===== src/rtl/core/sukt_pkg.sv =====
package sukt_pkg;

  localparam int unsigned KeyW    = 31;
  localparam int unsigned HandleW = 16;
  localparam int unsigned IndexW  = 6;
  localparam int unsigned PosW    = 6;
  localparam int unsigned CountW  = 7;

  typedef enum logic [1:0] {
    OP_INSERT_UNIQUE = 2'd0,
    OP_INSERT        = 2'd1,
    OP_READ          = 2'd2,
    OP_CLEAR         = 2'd3
  } op_e;

  typedef enum logic [2:0] {
    STAT_INSERTED  = 3'd0,
    STAT_DUPLICATE = 3'd1,
    STAT_FULL      = 3'd2,
    STAT_READ_OK   = 3'd3,
    STAT_RANGE     = 3'd4,
    STAT_CLEARED   = 3'd5
  } status_e;

  typedef enum logic [2:0] {
    S_IDLE,
    S_SCAN,
    S_INS_START,
    S_SHIFT,
    S_WRITE,
    S_RD_WAIT
  } state_e;

  typedef struct packed {
    op_e                 op;
    logic [KeyW-1:0]     key;
    logic [HandleW-1:0]  handle;
    logic [IndexW-1:0]   read_index;
  } req_t;

  typedef struct packed {
    status_e             status;
    logic [KeyW-1:0]     key_out;
    logic [HandleW-1:0]  handle_out;
    logic [PosW-1:0]     position;
    logic [CountW-1:0]   entry_count;
  } rsp_t;

  typedef struct packed {
    logic [KeyW-1:0]     key;
    logic [HandleW-1:0]  handle;
  } entry_t;

endpackage


===== src/rtl/core/sorted_unique_key_table.sv =====
// Sorted key table: holds up to CAPACITY key/handle pairs in ascending key order in a
// single-port-read memory. An operation is taken when start is high and busy is low;
// its result appears on result_o for exactly one cycle, marked by done_o, and must be
// captured then. Clear and an out-of-range read give their result in the cycle after
// acceptance; a read in range passes through S_RD_WAIT. A plain insert passes through
// S_INS_START, then S_SHIFT if entries are stored, then S_WRITE; a unique insert first
// scans for a duplicate in S_SCAN. The scan reads one entry per cycle, then the shift
// moves one entry per cycle, both through the memory's single read port; the scan compares
// keys for equality and the shift compares them for less-than.
module sorted_unique_key_table #(
  parameter int unsigned CAPACITY = 64
) (
  input  logic           clk_i,
  input  logic           rst_ni,
  input  logic           start,
  input  sukt_pkg::req_t cmd_i,
  output logic           busy,
  output logic           done_o,
  output sukt_pkg::rsp_t result_o
);

  import sukt_pkg::*;

  localparam int unsigned IdxW = $clog2(CAPACITY);
  localparam int unsigned CntW = $clog2(CAPACITY + 1);
  localparam int unsigned CmpW = (CntW > IndexW) ? CntW : IndexW;

  state_e              state_q, state_d;
  req_t                req_q, req_d;
  logic [CntW-1:0]     count_q, count_d;
  logic [CntW-1:0]     cur_q, cur_d;
  logic                pend_q, pend_d;
  logic                done_q, done_d;
  rsp_t                rsp_q, rsp_d;

  logic                ram_we;
  logic [IdxW-1:0]     ram_waddr;
  entry_t              ram_wdata;
  logic [IdxW-1:0]     ram_raddr;
  entry_t              ram_rdata;

  logic                accept;
  logic                in_range;
  logic                dup_hit;
  logic                key_less;
  logic                full;
  logic [CntW-1:0]     cur_m1;
  logic [CntW-1:0]     cur_m2;
  logic [CntW-1:0]     count_m1;
  logic [CntW-1:0]     count_p1;

  function automatic rsp_t make_rsp(status_e s, logic [KeyW-1:0] k,
                                    logic [HandleW-1:0] h, logic [PosW-1:0] p,
                                    logic [CountW-1:0] c);
    rsp_t r;
    r.status      = s;
    r.key_out     = k;
    r.handle_out  = h;
    r.position    = p;
    r.entry_count = c;
    return r;
  endfunction

  assign accept   = start && (state_q == S_IDLE);
  assign busy     = (state_q != S_IDLE);
  assign in_range = CmpW'(cmd_i.read_index) < CmpW'(count_q);
  assign dup_hit  = pend_q && (ram_rdata.key == req_q.key);
  assign key_less = req_q.key < ram_rdata.key;
  assign full     = (count_q == CntW'(CAPACITY));
  assign cur_m1   = cur_q - CntW'(1);
  assign cur_m2   = cur_q - CntW'(2);
  assign count_m1 = count_q - CntW'(1);
  assign count_p1 = count_q + CntW'(1);

  always_comb begin
    state_d = state_q;
    unique case (state_q)
      S_IDLE: begin
        if (accept) begin
          unique case (cmd_i.op)
            OP_INSERT_UNIQUE: state_d = S_SCAN;
            OP_INSERT:        state_d = S_INS_START;
            OP_READ:          state_d = in_range ? S_RD_WAIT : S_IDLE;
            OP_CLEAR:         state_d = S_IDLE;
            default:          state_d = S_IDLE;
          endcase
        end
      end
      S_SCAN: begin
        if (dup_hit) begin
          state_d = S_IDLE;
        end else if (cur_q == count_q) begin
          state_d = S_INS_START;
        end
      end
      S_INS_START: begin
        if (full) begin
          state_d = S_IDLE;
        end else if (count_q == '0) begin
          state_d = S_WRITE;
        end else begin
          state_d = S_SHIFT;
        end
      end
      S_SHIFT: begin
        if (!key_less || (cur_q == CntW'(1))) begin
          state_d = S_WRITE;
        end
      end
      S_WRITE:   state_d = S_IDLE;
      S_RD_WAIT: state_d = S_IDLE;
      default:   state_d = S_IDLE;
    endcase
  end

  always_comb begin
    req_d     = req_q;
    count_d   = count_q;
    cur_d     = cur_q;
    pend_d    = 1'b0;
    done_d    = 1'b0;
    rsp_d     = rsp_q;
    ram_we    = 1'b0;
    ram_waddr = cur_q[IdxW-1:0];
    ram_wdata = ram_rdata;
    ram_raddr = cur_q[IdxW-1:0];
    unique case (state_q)
      S_IDLE: begin
        ram_raddr = IdxW'(cmd_i.read_index);
        if (accept) begin
          req_d = cmd_i;
          cur_d = '0;
          if (cmd_i.op == OP_CLEAR) begin
            count_d = '0;
            done_d  = 1'b1;
            rsp_d   = make_rsp(STAT_CLEARED, '0, '0, '0, '0);
          end else if ((cmd_i.op == OP_READ) && !in_range) begin
            done_d = 1'b1;
            rsp_d  = make_rsp(STAT_RANGE, '0, '0, '0, CountW'(count_q));
          end
        end
      end
      S_SCAN: begin
        if (dup_hit) begin
          done_d = 1'b1;
          rsp_d  = make_rsp(STAT_DUPLICATE, ram_rdata.key, ram_rdata.handle,
                            PosW'(cur_m1), CountW'(count_q));
        end else if (cur_q != count_q) begin
          cur_d  = cur_q + CntW'(1);
          pend_d = 1'b1;
        end
      end
      S_INS_START: begin
        ram_raddr = count_m1[IdxW-1:0];
        cur_d     = count_q;
        if (full) begin
          done_d = 1'b1;
          rsp_d  = make_rsp(STAT_FULL, req_q.key, req_q.handle, '0, CountW'(count_q));
        end
      end
      S_SHIFT: begin
        ram_raddr = cur_m2[IdxW-1:0];
        if (key_less) begin
          ram_we = 1'b1;
          cur_d  = cur_m1;
        end
      end
      S_WRITE: begin
        ram_we           = 1'b1;
        ram_wdata.key    = req_q.key;
        ram_wdata.handle = req_q.handle;
        count_d          = count_p1;
        done_d           = 1'b1;
        rsp_d            = make_rsp(STAT_INSERTED, req_q.key, req_q.handle,
                                    PosW'(cur_q), CountW'(count_p1));
      end
      S_RD_WAIT: begin
        done_d = 1'b1;
        rsp_d  = make_rsp(STAT_READ_OK, ram_rdata.key, ram_rdata.handle,
                          PosW'(req_q.read_index), CountW'(count_q));
      end
      default: begin
        done_d = 1'b0;
      end
    endcase
  end

  always_ff @(posedge clk_i or negedge rst_ni) begin
    if (!rst_ni) begin
      state_q <= S_IDLE;
      count_q <= '0;
      cur_q   <= '0;
      pend_q  <= 1'b0;
      done_q  <= 1'b0;
    end else begin
      state_q <= state_d;
      count_q <= count_d;
      cur_q   <= cur_d;
      pend_q  <= pend_d;
      done_q  <= done_d;
    end
  end

  always_ff @(posedge clk_i) begin
    req_q <= req_d;
    rsp_q <= rsp_d;
  end

  sukt_ram #(
    .Width($bits(entry_t)),
    .Depth(CAPACITY)
  ) u_sukt_ram (
    .clk_i  (clk_i),
    .we_i   (ram_we),
    .waddr_i(ram_waddr),
    .wdata_i(ram_wdata),
    .raddr_i(ram_raddr),
    .rdata_o(ram_rdata)
  );

  assign done_o   = done_q;
  assign result_o = rsp_q;

endmodule


===== src/rtl/core/sukt_ram.sv =====
module sukt_ram #(
  parameter int unsigned Width = 8,
  parameter int unsigned Depth = 16
) (
  input  logic                     clk_i,
  input  logic                     we_i,
  input  logic [$clog2(Depth)-1:0] waddr_i,
  input  logic [Width-1:0]         wdata_i,
  input  logic [$clog2(Depth)-1:0] raddr_i,
  output logic [Width-1:0]         rdata_o
);

  logic [Width-1:0] mem_q [Depth];
  logic [Width-1:0] rdata_q;

  always_ff @(posedge clk_i) begin
    if (we_i) begin
      mem_q[waddr_i] <= wdata_i;
    end
    rdata_q <= mem_q[raddr_i];
  end

  assign rdata_o = rdata_q;

endmodule


===== config.mk =====
export PLATFORM = sky130hd
export DESIGN_NAME = sorted_unique_key_table
export DESIGN_NICKNAME = d
export VERILOG_FILES = /design/src/rtl/core/sukt_pkg.sv /design/src/rtl/core/sorted_unique_key_table.sv /design/src/rtl/core/sukt_ram.sv
export SDC_FILE = /design/constraint.sdc
export NUM_CORES = 2
export LEC_CHECK = 0
export ABC_AREA = 1
export BUFFER_PORTS_ARGS = -buffer_cell sky130_fd_sc_hd__clkbuf_2
export CAP_MARGIN = 5
export CORE_ASPECT_RATIO = 1.75
export CORE_MARGIN = 2
export CORE_UTILIZATION = 50
export CTS_CLUSTER_SIZE = 16
export DETAILED_ROUTE_END_ITERATION = 10
export PLACE_DENSITY_LB_ADDON = 0.1
export SYNTH_ARGS = -nofsm -noshare
export SYNTH_HDL_FRONTEND = slang
export SYNTH_SLANG_ARGS = --single-unit

===== constraint.sdc =====
create_clock -name clk_i -period 5 [get_ports clk_i]
set_input_delay 0 -clock clk_i [delete_from_list [all_inputs] [get_ports clk_i]]
set_output_delay 0 -clock clk_i [all_outputs]
set_load 0.02 [all_outputs]

==> results.md <==
- CP arrival: 5.45 ns
- Hold Fails Final Rpt: 0
- Post-CTS sizing: 0
- Max incr delay on CP: a little over 0.9 ns
- Worst path required time: 5.70 ns
- Initial antenna violation count: 35
- Root Driver: clkbuf_16
- Port bufs: roughly 120
- Synth Instances: 12,200
- Die area: ~270,000 µm²
- Clock Skews: 0.0513 ns
- Worst-Skew Late Latency: 0.91 ns
- Area Growth Syn to Fin: 13.3%
- Post-synthesis sequential area ratio: 0.706
- Min Clock Period, post-route: 4.75 ns
- Highest metal used: met5
- Worst slew pin tran: approximately 1.2 ns
- Overflow after GRT: 0
- DIE HEIGHT: 691 µm
- Crit Reg-Reg Startpoint: state_q[1]
- Worst Setup Start Kind: flip-flop
- Drt pass-1 iters: 7
- TNS Setup: 0 ns
- Die Wd: 397 µm
- Starting DRC count in detailed routing: 11,600
- Most used DFF post-synth: edfxtp_1
- Synthesis Warnings: 0
- Cell area after synthesis: about 130,000 µm²
- Worst-path clk slew: about 0.07 ns
- Total wire length: between 400,000 and 500,000 µm
- Status: complete, no violations
- Max Clk Rate: approximately 0.21 GHz
- Syn Area/Cell: 11.0 µm²
- Clock buffer depth: 4
- H-tree levels: 5
- CTS sink count: around 3,200
- Synth Register Bits: 3,190
- Crit end category: flip-flop
- Cell depth of the worst min-delay path: 2
- Total GRT Usage: 0.332
- Largest net degree at the start of global routing: 190
- TritonCTS clock tree: built
- Tcrit/Tclk final: 0.950
- Post-synth cell types: 38
- R2R Path End: u_sukt_ram.rdata_o[32]
- Vias in the first global route: about 92,000
- Cell row count: 252
- Core Region: 269,000 µm²
- Top-count cell post-synth: nand2_1
- HP Start: cmd_i[51]
- Slowest CP cell: o21ai_4
- Global-route wire length before repair: about 650,000 µm
- Crit path kind: flip-flop to flip-flop
- Crit-path most repeated cell: nand3_1
- DRC viols: 0
- Rel. slew slack: 0.193
- Final Setup Violations: 0
- # nets final: between 10,000 and 15,000
- R2R depth: 12
- RSZ-0062 raised after global routing: false
- Post-synth ARST share: 0.00596
- HPWL after DPL: ~280,000 µm
- Routed len/inst: 28.4 µm
- Total CTS buffers: between 300 and 400
- Met1 Wirelength: 164,000 µm
- Hold Crit Class: input port to flip-flop
- CP Launch Point: state_q[1]
- ANT nets after route: 0
- Post-synth EDFFs: approximately 3,100
- Cell Chain, Critical Path: nor2_4 -> nor2_8 -> nand2_1 -> o21ai_4 -> buf_12 -> buf_4 -> nand2_1 -> nand3_1 -> nand3_1 -> nand3_1 -> nand3_1 -> nand2_1
- Met3 routed WL: between 30,000 and 40,000 µm
- Max FO, Critical Path: 56
- Area share of the largest cell type after synthesis: 0.695
- Area contributors post-synth: edfxtp_1 70%, nand2_1 11%, nand3_1 5.4%
- Fillers: 22,600
- Worst R2R Setup Slack: 0.25 ns
- I/O pin cnt: between 100 and 150
- Yosys top cell by area: edfxtp_1
- Via Count: 95,200
- MaxCap Viol Count: 0
- Max-slew violations: 0
- Initial core utilization: 0.502
- Syn Nets: roughly 12,000
- Gpl congestion: 0.944
- Met2 wire length: 226,000 µm
- Layout cell share with drive strength beyond 1: 0.0856
- Via density: 5.88
- WHS Endpoint: req_q[51]
- Commonest cells post-synth: 3,778 x nand2_1, 3,124 x edfxtp_1, 1,459 x nand3_1
[how the worst max path moves through the flow]
stage / slack (ns) / endpoint
final: 0.25 / u_sukt_ram.rdata_o[32]
after global routing: 0.20 / u_sukt_ram.rdata_o[32]
after CTS: 0.34 / u_sukt_ram.rdata_o[19]
after detailed placement: 0.37 / u_sukt_ram.rdata_o[19]
after global placement: 0.38 / u_sukt_ram.rdata_o[19]
after floorplan: 0.58 / u_sukt_ram.mem_q[48][0]
[critical path: cells and delay by family, from the launching register on]
family | cells | cell delay [ns]
simple gates | 9 | 2.25
compound gates | 1 | 0.91
flops | 1 | 0.63
buf+inv | 2 | 0.64
[through the flow]
stage                util  setup slack, ns  hold slack (ns)  instance area [µm²]  instances
finish              0.569            0.250           0.0648               153000      16200
detailed placement  0.529            0.368           0.0573               142000      15500
global placement    0.529            0.384           0.0517               142000      15500
CTS                 0.568            0.337           0.0115               153000      16100
floorplan               -            0.584           -0.296               135000      12200
global route        0.569            0.202           0.0447               153000      16200
[cells in the final DEF (no fill, tap or decap), types with 47 or more instances in the layout]
cell           netlist  layout
clkinv_2             0      56
o21ai_1            602     600
clkbuf_2             0     122
nand3_1           1459    1456
clkinv_1             2      62
nand4_1            478     478
buf_12               0     132
dlygate4sd3_1        0     109
edfxtp_1          3124    3124
dfxtp_1             47      47
nand2_1           3778    3769
clkbuf_1           299      53
nor2_4               5      72
inv_1             1124    1123
clkbuf_16            0     307
diode_2              0      74
buf_4               17     254
o21ai_0            509     471
[sequential cells by signal, summed over array words and instances (netlist names)]
register / count
u_sukt_ram.mem_q: 3008
result_o: 63
req_q: 53
u_sukt_ram.rdata_o: 47
count_q: 7
cur_q: 7
state_q: 3
done_o: 1
pend_q: 1
[logic make-up after synthesis]
logic type / count (synthesis) / synth area share
buf+inv: 1927 / 0.0579
compound gates: 1202 / 0.0459
flops: 3190 / 0.706
fa+ha+maj: 46 / 0.00427
xor+xnor: 7 / 0.000455
simple gates: 5840 / 0.186
[what timing repair did]
item / in CTS / in global routing
hold buffers: 109 / 0
setup endpoints to repair: 0 / 0
buffers inserted: 0 / 0
endpoints found under the hold margin: 162 / 0
[layout make-up]
type | instances | area (µm²) | share of cell area
diodes | 74 | 185 | 0.00121
clock buffers | 370 | 8020 | 0.0525
clock inverters | 168 | 1430 | 0.00933
inverters | 1137 | 4280 | 0.0280
multi-input cells | 7095 | 33000 | 0.216
flip-flops and latches | 3190 | 95200 | 0.623
well taps | 3556 | 4450 | 0.0291
repair buffers | 617 | 6250 | 0.0409
[metal layers]
metal  vias to the layer above  track usage
met4                         6        0.225
met3                      1082       0.0462
met1                     47000        0.398
met5                         -            0
li1                      42400            -
met2                      4703        0.555
Power is not shown: default switching activity piles up to over one toggle a cycle in this logic, so the estimate is an artifact.
